## config.mk

```make
export PLATFORM = sky130hd
export DESIGN_NAME = chunky_to_planar_dither
export DESIGN_NICKNAME = d
export VERILOG_FILES = /design/src/rtl/c2p_pkg.sv /design/src/rtl/c2p_front.sv /design/src/rtl/c2p_cmd_fifo.sv /design/src/rtl/c2p_back.sv /design/src/rtl/chunky_to_planar_dither.sv
export SDC_FILE = /design/constraint.sdc
export NUM_CORES = 1
export LEC_CHECK = 0
export ABC_AREA = 0
export BUFFER_PORTS_ARGS = -buffer_cell sky130_fd_sc_hd__buf_2
export CAP_MARGIN = 5
export CORE_MARGIN = 2
export CORE_UTILIZATION = 54
export CTS_CLUSTER_DIAMETER = 80
export DETAILED_ROUTE_END_ITERATION = 10
export GPL_TIMING_DRIVEN = 0
export PLACE_DENSITY = 0.81
export SYNTH_ARGS = -nofsm -noshare
export SYNTH_HDL_FRONTEND = slang
export SYNTH_SLANG_ARGS = --single-unit
```

## constraint.sdc

```tcl
create_clock -name i_clk -period 2.7 [get_ports i_clk]
set_clock_uncertainty 0.1 [all_clocks]
set_input_delay 0.405 -clock i_clk [delete_from_list [all_inputs] [get_ports i_clk]]
set_output_delay 0.405 -clock i_clk [all_outputs]
set_load 0.05 [all_outputs]
```

## src/rtl/c2p_pkg.sv

```systemverilog
// c2p_pkg: shared types and constants for the chunky-to-planar dither block.
// No dependencies; used by every module in rtl/.
package c2p_pkg;

    localparam int COLOR_W     = 4;
    localparam int PLANES      = 4;
    localparam int WORD_W      = 16;
    localparam int POS_W       = $clog2(WORD_W);
    localparam int QUEUE_DEPTH = 2;
    localparam int PTR_W       = $clog2(QUEUE_DEPTH);
    localparam int CNT_W       = $clog2(QUEUE_DEPTH + 1);

    localparam logic [POS_W-1:0] POS_LAST = POS_W'(WORD_W - 1);

    typedef struct packed {
        logic [7:0] pixel_byte;
        logic       phase;
        logic       end_of_line;
    } t_in;

    typedef struct packed {
        logic [WORD_W-1:0] plane0_word;
        logic [WORD_W-1:0] plane1_word;
        logic [WORD_W-1:0] plane2_word;
        logic [WORD_W-1:0] plane3_word;
    } t_out;

    // Classified request: colour to use at an even / odd pixel position.
    typedef struct packed {
        logic [COLOR_W-1:0] col_even;
        logic [COLOR_W-1:0] col_odd;
        logic               dbl;
        logic               eol;
    } t_cmd;

endpackage

```

## src/rtl/c2p_front.sv

```systemverilog
// c2p_front: accepts pixel requests, holds the mode register and computes
// the colours for both position parities. Depends on c2p_pkg.
module c2p_front (
    input  logic         i_clk,
    input  logic         i_rst_n,
    input  logic         i_cfg_we,
    input  logic         i_cfg_data,
    input  logic         push,
    input  c2p_pkg::t_in i_in,
    input  logic         i_q_full,
    output logic         o_q_push,
    output c2p_pkg::t_cmd o_cmd
);

    logic                        r_pixel_mode;
    logic [c2p_pkg::COLOR_W-1:0] base;
    logic [c2p_pkg::COLOR_W-1:0] with_off;

    always_ff @(posedge i_clk) begin
        if (!i_rst_n) begin
            r_pixel_mode <= 1'b0;
        end else if (i_cfg_we) begin
            r_pixel_mode <= i_cfg_data;
        end
    end

    always_comb begin
        base           = i_in.pixel_byte[3:0];
        with_off       = base + i_in.pixel_byte[7:4];
        o_cmd.col_even = i_in.phase ? with_off : base;
        o_cmd.col_odd  = i_in.phase ? base : with_off;
        o_cmd.dbl      = r_pixel_mode;
        o_cmd.eol      = i_in.end_of_line;
        o_q_push       = push && !i_q_full;
    end

endmodule

```

## src/rtl/c2p_cmd_fifo.sv

```systemverilog
// c2p_cmd_fifo: short queue of classified requests between front and back.
// Depends on c2p_pkg.
module c2p_cmd_fifo (
    input  logic          i_clk,
    input  logic          i_rst_n,
    input  logic          i_push,
    input  c2p_pkg::t_cmd i_data,
    output logic          o_full,
    input  logic          i_pop,
    output logic          o_empty,
    output c2p_pkg::t_cmd o_data
);

    c2p_pkg::t_cmd             r_mem [c2p_pkg::QUEUE_DEPTH];
    logic [c2p_pkg::PTR_W-1:0] r_wptr;
    logic [c2p_pkg::PTR_W-1:0] r_rptr;
    logic [c2p_pkg::CNT_W-1:0] r_count;
    logic                      do_push;
    logic                      do_pop;

    assign o_full  = r_count == c2p_pkg::CNT_W'(c2p_pkg::QUEUE_DEPTH);
    assign o_empty = r_count == '0;
    assign o_data  = r_mem[r_rptr];
    assign do_push = i_push && !o_full;
    assign do_pop  = i_pop && !o_empty;

    always_ff @(posedge i_clk) begin
        if (do_push) begin
            r_mem[r_wptr] <= i_data;
        end
    end

    always_ff @(posedge i_clk) begin
        if (!i_rst_n) begin
            r_wptr  <= '0;
            r_rptr  <= '0;
            r_count <= '0;
        end else begin
            if (do_push) begin
                r_wptr <= r_wptr + c2p_pkg::PTR_W'(1);
            end
            if (do_pop) begin
                r_rptr <= r_rptr + c2p_pkg::PTR_W'(1);
            end
            if (do_push && !do_pop) begin
                r_count <= r_count + c2p_pkg::CNT_W'(1);
            end else if (do_pop && !do_push) begin
                r_count <= r_count - c2p_pkg::CNT_W'(1);
            end
        end
    end

endmodule

```

## src/rtl/c2p_back.sv

```systemverilog
// c2p_back: shifts pixel colours into the four plane words and queues the
// finished groups for the result side. Depends on c2p_pkg.
module c2p_back (
    input  logic          i_clk,
    input  logic          i_rst_n,
    input  logic          i_cmd_empty,
    input  c2p_pkg::t_cmd i_cmd,
    output logic          o_cmd_pop,
    output logic          empty,
    input  logic          pop,
    output c2p_pkg::t_out o_out
);

    logic [c2p_pkg::WORD_W-1:0] r_shift [c2p_pkg::PLANES];
    logic [c2p_pkg::POS_W-1:0]  r_pos;
    logic [c2p_pkg::WORD_W-1:0] n_shift [c2p_pkg::PLANES];
    logic [c2p_pkg::POS_W-1:0]  n_pos;

    c2p_pkg::t_out             r_oq_mem [c2p_pkg::QUEUE_DEPTH];
    logic [c2p_pkg::PTR_W-1:0] r_oq_wptr;
    logic [c2p_pkg::PTR_W-1:0] r_oq_rptr;
    logic [c2p_pkg::CNT_W-1:0] r_oq_count;

    logic [c2p_pkg::COLOR_W-1:0] c1;
    logic [c2p_pkg::COLOR_W-1:0] c2;
    logic [c2p_pkg::WORD_W-1:0]  s1 [c2p_pkg::PLANES];
    logic [c2p_pkg::WORD_W-1:0]  s2 [c2p_pkg::PLANES];
    logic [c2p_pkg::WORD_W-1:0]  words [c2p_pkg::PLANES];
    logic                        done1;
    logic                        done2;
    logic                        oq_full;
    logic                        take;
    logic                        oq_push;
    logic                        oq_pop;
    c2p_pkg::t_out               res;

    assign oq_full   = r_oq_count == c2p_pkg::CNT_W'(c2p_pkg::QUEUE_DEPTH);
    assign empty     = r_oq_count == '0;
    assign o_out     = r_oq_mem[r_oq_rptr];
    assign take      = !i_cmd_empty && !oq_full;
    assign o_cmd_pop = take;
    assign oq_pop    = pop && !empty;

    always_comb begin
        c1    = r_pos[0] ? i_cmd.col_odd : i_cmd.col_even;
        c2    = r_pos[0] ? i_cmd.col_even : i_cmd.col_odd;
        done1 = r_pos == c2p_pkg::POS_LAST;
        done2 = i_cmd.dbl && (r_pos == c2p_pkg::POS_LAST - c2p_pkg::POS_W'(1));
        for (int b = 0; b < c2p_pkg::PLANES; b++) begin
            s1[b]    = {r_shift[b][c2p_pkg::WORD_W-2:0], c1[b]};
            s2[b]    = {s1[b][c2p_pkg::WORD_W-2:0], c2[b]};
            words[b] = done1 ? s1[b] : s2[b];
            if (i_cmd.eol) begin
                n_shift[b] = '0;
            end else if (i_cmd.dbl) begin
                n_shift[b] = s2[b];
            end else begin
                n_shift[b] = s1[b];
            end
        end
        n_pos = i_cmd.eol ? '0
              : r_pos + c2p_pkg::POS_W'(1) + c2p_pkg::POS_W'(i_cmd.dbl);
        res.plane0_word = words[0];
        res.plane1_word = words[1];
        res.plane2_word = words[2];
        res.plane3_word = words[3];
        oq_push = take && (done1 || done2);
    end

    always_ff @(posedge i_clk) begin
        if (!i_rst_n) begin
            r_pos <= '0;
            for (int b = 0; b < c2p_pkg::PLANES; b++) begin
                r_shift[b] <= '0;
            end
        end else if (take) begin
            r_pos <= n_pos;
            for (int b = 0; b < c2p_pkg::PLANES; b++) begin
                r_shift[b] <= n_shift[b];
            end
        end
    end

    always_ff @(posedge i_clk) begin
        if (oq_push) begin
            r_oq_mem[r_oq_wptr] <= res;
        end
    end

    always_ff @(posedge i_clk) begin
        if (!i_rst_n) begin
            r_oq_wptr  <= '0;
            r_oq_rptr  <= '0;
            r_oq_count <= '0;
        end else begin
            if (oq_push) begin
                r_oq_wptr <= r_oq_wptr + c2p_pkg::PTR_W'(1);
            end
            if (oq_pop) begin
                r_oq_rptr <= r_oq_rptr + c2p_pkg::PTR_W'(1);
            end
            if (oq_push && !oq_pop) begin
                r_oq_count <= r_oq_count + c2p_pkg::CNT_W'(1);
            end else if (oq_pop && !oq_push) begin
                r_oq_count <= r_oq_count - c2p_pkg::CNT_W'(1);
            end
        end
    end

    a_oq_bound: assert property (@(posedge i_clk) disable iff (!i_rst_n)
        r_oq_count <= c2p_pkg::CNT_W'(c2p_pkg::QUEUE_DEPTH))
        else $error("result queue overfilled");

    a_eol_clears: assert property (@(posedge i_clk) disable iff (!i_rst_n)
        take && i_cmd.eol |=> r_pos == '0)
        else $error("position not cleared after end of line");

    a_pos_step: assert property (@(posedge i_clk) disable iff (!i_rst_n)
        take && !i_cmd.eol |=> r_pos == $past(r_pos) + c2p_pkg::POS_W'(1)
            + c2p_pkg::POS_W'($past(i_cmd.dbl)))
        else $error("position advanced wrongly");

    a_emit_pos: assert property (@(posedge i_clk) disable iff (!i_rst_n)
        oq_push |-> r_pos == c2p_pkg::POS_LAST
            || (i_cmd.dbl && r_pos == c2p_pkg::POS_LAST - c2p_pkg::POS_W'(1)))
        else $error("group emitted off the group boundary");

endmodule

```

## src/rtl/chunky_to_planar_dither.sv

```systemverilog
// chunky_to_planar_dither: top level, front classifier, request queue and
// plane shifter. Depends on c2p_pkg, c2p_front, c2p_cmd_fifo, c2p_back.
//
// Input side: drive i_in with push high; a request is taken on a rising edge
// with push high and full low. Each byte yields one pixel, or two when the
// mode register (i_cfg_we / i_cfg_data) is 1. Write the mode only while idle.
// Result side: while empty is low, o_out holds the oldest group of four
// 16-bit plane words; it is taken on an edge with pop high.
// Throughput: one byte per cycle, sustained, as long as results are drained.
// A byte that completes a group sits in the request queue until the shifter
// takes it and writes the group into the result queue; the shifter waits
// while the result queue is full.
// End of line drops any partial group and restarts at pixel position zero.
// Reset (synchronous, active low) clears the mode, position, plane words and
// both queues. If pop stays low, the result queue fills, the shifter stalls,
// and full rises once the two-entry request queue is full.
module chunky_to_planar_dither (
    input  logic          i_clk,
    input  logic          i_rst_n,
    input  logic          i_cfg_we,
    input  logic          i_cfg_data,
    input  logic          push,
    output logic          full,
    input  c2p_pkg::t_in  i_in,
    output logic          empty,
    input  logic          pop,
    output c2p_pkg::t_out o_out
);

    c2p_pkg::t_cmd cmd_in;
    c2p_pkg::t_cmd cmd_out;
    logic          q_push;
    logic          q_empty;
    logic          q_pop;

    c2p_front u_front (
        .i_clk      (i_clk),
        .i_rst_n    (i_rst_n),
        .i_cfg_we   (i_cfg_we),
        .i_cfg_data (i_cfg_data),
        .push       (push),
        .i_in       (i_in),
        .i_q_full   (full),
        .o_q_push   (q_push),
        .o_cmd      (cmd_in)
    );

    c2p_cmd_fifo u_cmd_fifo (
        .i_clk   (i_clk),
        .i_rst_n (i_rst_n),
        .i_push  (q_push),
        .i_data  (cmd_in),
        .o_full  (full),
        .i_pop   (q_pop),
        .o_empty (q_empty),
        .o_data  (cmd_out)
    );

    c2p_back u_back (
        .i_clk       (i_clk),
        .i_rst_n     (i_rst_n),
        .i_cmd_empty (q_empty),
        .i_cmd       (cmd_out),
        .o_cmd_pop   (q_pop),
        .empty       (empty),
        .pop         (pop),
        .o_out       (o_out)
    );

endmodule

```

# After elaboration in Yosys (flattened, before gate mapping)
# Memory sizes are Yosys's and may differ from the RTL's. A register that Yosys moved wholly into a read port is not among the register bits.
# Index checks and enable logic that the tools add are counted.
# word_totals
reg_bits	13
latchBits	0
ramBits	212
romBits	0
input_bits	16
out_inout_bits	66
word_cells	91
mem_count	3
# mem_list
name	depth	width	rd	rd_ports_with_merged_regs	wr	line	source
u_back.r_oq_mem	2	64	1	1	1	c2p_back.sv:19	c2p_pkg::t_out r_oq_mem [c2p_pkg::QUEUE_DEPTH];
u_back.r_shift	4	16	4	0	4	c2p_back.sv:14	logic [c2p_pkg::WORD_W-1:0] r_shift [c2p_pkg::PLANES];
u_cmd_fifo.r_mem	2	10	1	1	1	c2p_cmd_fifo.sv:14	c2p_pkg::t_cmd r_mem [c2p_pkg::QUEUE_DEPTH];
# op_classes
n_addsub	11
mul	0
div	0
magnitude_cmp	0
eq_ne	4
shift	0
muxes	37
n_bitwise	4
reduce_logical	24
# ops
operator	count
16-bit two-way mux	16
4-bit two-way mux	5
1-bit two-way mux	12
1-bit logical AND	11
4-bit equality test, second input constant	2
1-bit zero test	8
2-bit two-way mux	4
1-bit adder, second input constant	4
2-bit by 1-bit adder with 2-bit output, second input constant	2
4-bit by 1-bit adder with 4-bit output	1
4-bit by 1-bit adder with 4-bit output, second input constant	1
4-bit adder	1
2-bit equality test, second input constant	2
2-bit zero test	2
1-bit bitwise OR	4
2-bit nonzero test	2
2-bit by 1-bit subtractor with 2-bit output, second input constant	2
1-bit logical OR	1

# Longest topological paths before layout
# depth
ltp_word	8
mapped_depth	9
ltp_nobuf	7

# Cells and area by module
# From an unflattened synthesis, not the netlist that was laid out.
# unflattened
hier_cells	623
hier_area_um2	9903.2
# modules_own_cells
module	n_inst	cells_each	area_per_inst_um2	seq_area_each_um2
c2p_back	1	534	8683.3	5825.6
c2p_cmd_fifo	1	57	945.9	700.7
c2p_front	1	32	274.0	20.0

# Worst setup path before layout
# OpenSTA, ideal clock, no wires.
# synth_path
path_type	reg-to-reg
startpoint	register with a tool-made name
endpoint	memory u_back.r_oq_mem[1][0] in the netlist's numbering (enable)
setup_time_ns	0.429
arrival_time_ns	2.398
t_required_ns	2.171
setup_slack_ns	-0.227
path_stages_with_launch	5
path_buffers	1
period_less_slack_ns	2.927
cell_sequence	dfxtp_1 -> buf_6 -> mux2_4 -> o2111a_1 -> and2_1
# synth_rtl
element	line
to (decl)	c2p_back.sv:19

==> parameters.txt <==
Parameter                              Value

Place
  Number of cells in the design after placement ... 1109
  Estimated wirelength of the detail-placed design ... between 10 and 15 mm
  Placement Cell Area ... approximately 10000 um2
  I/O Buffers ... a little under 80
  Pre-CTS setup slack ... about 0.26 ns
  Weighted congestion reported at the end of routability-driven placement ... 0.802

GRT
  All-layer global routing usage ... between 20% and 30%
  Total grt overflow ... 0
  Vias in the first global route ... 6259
  Maximum number of pins on one net before global-route repair ... 65
  Global-route wire length before repair ... 31.2 mm
  Antenna violations before repair ... 0

Floorplanning
  Chip Width ... around 140 um
  Starting utilization of the core area ... 54.6%
  DIE AREA ... roughly 19000 um2
  Total number of placement rows ... 49
  Vertical die dimension ... about 140 um
  # IOs ... 82
  Area of the core ... ~18000 um2

Routing
  Top layer used by detailed routing ... met4
  DRC violations left ... 0
  Drt initial violations ... 653
  First-pass detailed-route iteration total ... 6
  Met2 WL post-DR ... roughly 10 mm
  Antenna Nets Post-Route ... 0
  Drt via density ... between 5 and 6
  Met1 layer wirelength in the final routing ... between 7 and 8 mm
  Overall via count from detail_route ... approximately 6300
  Routed met3 length ... between 1 and 1.5 mm
  Average wire length per cell after detail routing ... 16.7 um
  Post-Route WL ... approximately 19 mm

Cells and area
  Fill cells ... 1330
  Register cell area after layout ... 6550 um2
  Total inserted antenna cells ... 0
  Area of the multi-input gates ... just under 3000 um2
  Final design area excluding fillers ... 11200 um2
  Area growth from synthesis to layout ... 15.1%
  Fraction of final layout cells with drive strength greater than 1 ... a little under a quarter
  Non-filler cells, final ... between 1000 and 1500
  Final-stage net count ... 929

Critical path
  Launching element type of the critical path ... flop
  Worst Path Required ... around 2.2 ns
  Data arrival time at the worst-slack endpoint ... approximately 2 ns
  Critical path cell sequence ... buf_2, mux2_2, buf_2
  Cell seen most often among critical-path stages ... sky130_fd_sc_hd__buf_2
  Count of cells along the worst register-to-register path ... 4
  Largest stage delay on the critical path ... 0.53 ns
  Critical path capture point ... o_out[48]
  Dominant delay contributor by cell family on the critical path ... buffers and inverters
  Kind of end point of the critical path ... output pin
  Critical path type ... flop to output pin
  Worst Path Max Fanout ... 10
  FF-to-FF End ... u_back.r_oq_mem[1][12]
  Crit path depth ... 3
  Worst path buffer plus inverter count ... 2
  Crit-path slowest cell ... sky130_fd_sc_hd__dfxtp_2
  Worst-case register-to-register setup slack ... around 0.46 ns

Logic synthesis
  Most repeated cell in the gate-level netlist after synthesis ... sky130_fd_sc_hd__nand2_1
  Most used standard cells in the synthesized netlist ... sky130_fd_sc_hd__nand2_1, sky130_fd_sc_hd__edfxtp_1, sky130_fd_sc_hd__mux2_2
  Leading post-synthesis cells by cell area ... sky130_fd_sc_hd__edfxtp_1, sky130_fd_sc_hd__nand2_1, sky130_fd_sc_hd__mux2_2
  XOR/XNOR Fraction of Synth Area ... 1.07%
  Share of synthesized cell area in and, or, nand and nor gates ... a little over an eighth
  Post-synth EDFFs ... approximately 210
  Number of instances in the synthesized netlist ... 798
  Proportion of synthesized area in mux cells ... under 10%
  Adder-cell share of the synthesized area ... roughly 1.1%
  Net count after synthesis ... 822
  Share of synthesized registers carrying an async set or reset ... 0%
  Most area-hungry cell type in the Yosys netlist ... sky130_fd_sc_hd__edfxtp_1
  Yosys warning count ... 0
  Synth Cell Area ... about 10000 um2
  Top-area cell type share of the netlist area ... between 60% and 70%
  Synthesized-area fraction occupied by ao, oa, aoi and oai cells ... approximately 5.2%
  Post-synthesis area per instance ... approximately 12 um2
  Distinct cell type count after synthesis ... between 40 and 50
  Most used flip-flop cell after synthesis ... sky130_fd_sc_hd__edfxtp_1
  Dominant combinational cell family by area after synthesis ... simple AND/OR/NAND/NOR gates
  Sequential cell area fraction in the yosys report ... between 60 and 70%
  FF+latch count, synth ... approximately 220

Worst hold path
  Type of the worst min-delay path ... primary input to flop

Timing
  Time the final worst path needs with I/O delays and setup ... approximately 2.5 ns
  Minimum setup slack in the final design ... 0.195 ns
  RSZ-0062 raised after global routing ... false
  Final Hold Viols ... 0
  Highest Clock Rate ... roughly 0.40 GHz
  Max-slew headroom at the worst pin ... about two fifths
  Part of the cycle the worst path needs ... ~93%
  Least-Margin Pin Slew ... 0.929 ns
  Final setup violation count ... 0
  Total count of max-transition violations in the final report ... 0
  Final sum of negative setup slack ... 0 ns
  Worst Hold Slack ... 0.0657 ns

Clock network
  Reg clk slew, reported paths ... about 0.060 ns
  Inserted Clock Buffers ... 23
  Clock root cell ... sky130_fd_sc_hd__clkbuf_16
  Number of H-tree levels ... 1
  Clock tree from TritonCTS ... yes
  Clock latency on the worst-skew pair ... 0.50 ns
  Largest buffer count on any clock path ... 3
  Total clock sinks ... 223

Status
  Result of the run ... complete, no violations

Job
  Max-cap violation count ... 0

Power
  Worst supply voltage drop on vdd ... roughly 0.74 mV
  Ratio of total power to cell area ... about 860 nW/um2
  Leak pwr ... between 4 and 5 nW
## flip-flops by register name, summed over array words and instances, names as in the netlist, 2 cells and up, named ones only
| name | flops |
|---|---|
| u_back.r_pos | 4 |
| u_cmd_fifo.r_mem | 20 |
| u_back.r_oq_mem | 128 |
| u_back.r_shift | 60 |
| u_back.r_oq_count | 2 |
| u_cmd_fifo.r_count | 2 |
## area by class of cell
type	count	area share [%]
Sequential cell	223	58.4
Timing Repair Buffer	83	4.15
Clock buffer	28	5.30
Buffer	44	1.89
Tap cell	229	2.56
Clock inverter	9	1.07
Inverter	9	0.301
Multi-Input combinational cell	521	26.3
## cells in the final DEF (no fill, tap or decap), drive strengths merged, types with 2 or more instances in the layout
cell type  netlist  layout
nand2          290     290
edfxtp         208     208
buf             24     106
mux2            73      73
a21oi           62      62
clkbuf          21      48
dfxtp           15      15
o21ai           12      12
nor2            12      12
inv              9      10
and2             9       9
mux2i            7       7
ha               7       7
xnor2            7       7
clkinv           0       5
xor2             4       4
o211ai           4       4
a211oi           4       4
nand2b           3       3
a21boi           3       3
bufinv           0       3
nor2b            3       3
and3             2       2
nand3            2       2
nor3b            2       2
o2bb2ai          2       2
a21o             2       2
or3              2       2
## worst min-delay path by stage
| stage | from | to | slack [ns] | cells after the start |
|---|---|---|---|---|
| 3_5_place_dp | u_front.r_pixel_mode | u_cmd_fifo.r_mem[0][1] | 0.35 | 0 |
| 6_report | i_cfg_data | u_front.r_pixel_mode | 0.07 | 3 |
| 2_1_floorplan | u_front.r_pixel_mode | u_cmd_fifo.r_mem[0][1] | 0.32 | 0 |
| 5_1_grt | i_cfg_data | u_front.r_pixel_mode | 0.06 | 3 |
| 4_1_cts | i_cfg_data | u_front.r_pixel_mode | 0.05 | 3 |
| 3_3_place_gp | u_front.r_pixel_mode | u_cmd_fifo.r_mem[0][1] | 0.34 | 0 |
## per-layer routing
metal | vias to the layer above | track usage (%)
li1 | 3010 | -
met1 | 3052 | 25.5
met2 | 227 | 35.9
met3 | 43 | 3.08
met4 | 0 | 5.64
met5 | - | 0
## power breakdown
part           switching (mW)  internal, mW
Sequential              0.367          4.52
Combinational            1.16         0.552
Clock                    1.22          1.84
## worst reg2reg max path: cells and delay by family, from the launching register on
family / cells / cell delay (ns)
and+or+nand+nor: 1 / 0.73
DFF: 1 / 0.30
AOI/OAI and AO/OA: 1 / 0.25
muxes: 1 / 0.23
buffers and inverters: 1 / 0.14
## what timing repair did
item,CTS,global route
endpoints found under the hold margin,2,0
gates resized for setup,1,0
hold buffers,1,0
setup endpoints to repair,60,0
setup buffers,0,0
## metrics by stage
step	total power [mW]	utilization [%]
3_3_place_gp	6.51	58.4
3_5_place_dp	6.62	58.8
4_1_cts	9.69	62.8
5_1_grt	10.1	62.8
2_1_floorplan	6.08	-
6_report	9.65	62.8
## kinds of logic after synthesis
logic type	after synthesis
compound gates	92
xor+xnor	11
fa+ha+maj	8
buf+inv	54
flops	223
mux	80
simple gates	330
No activity file was read; power rests on OpenSTA's default activity.
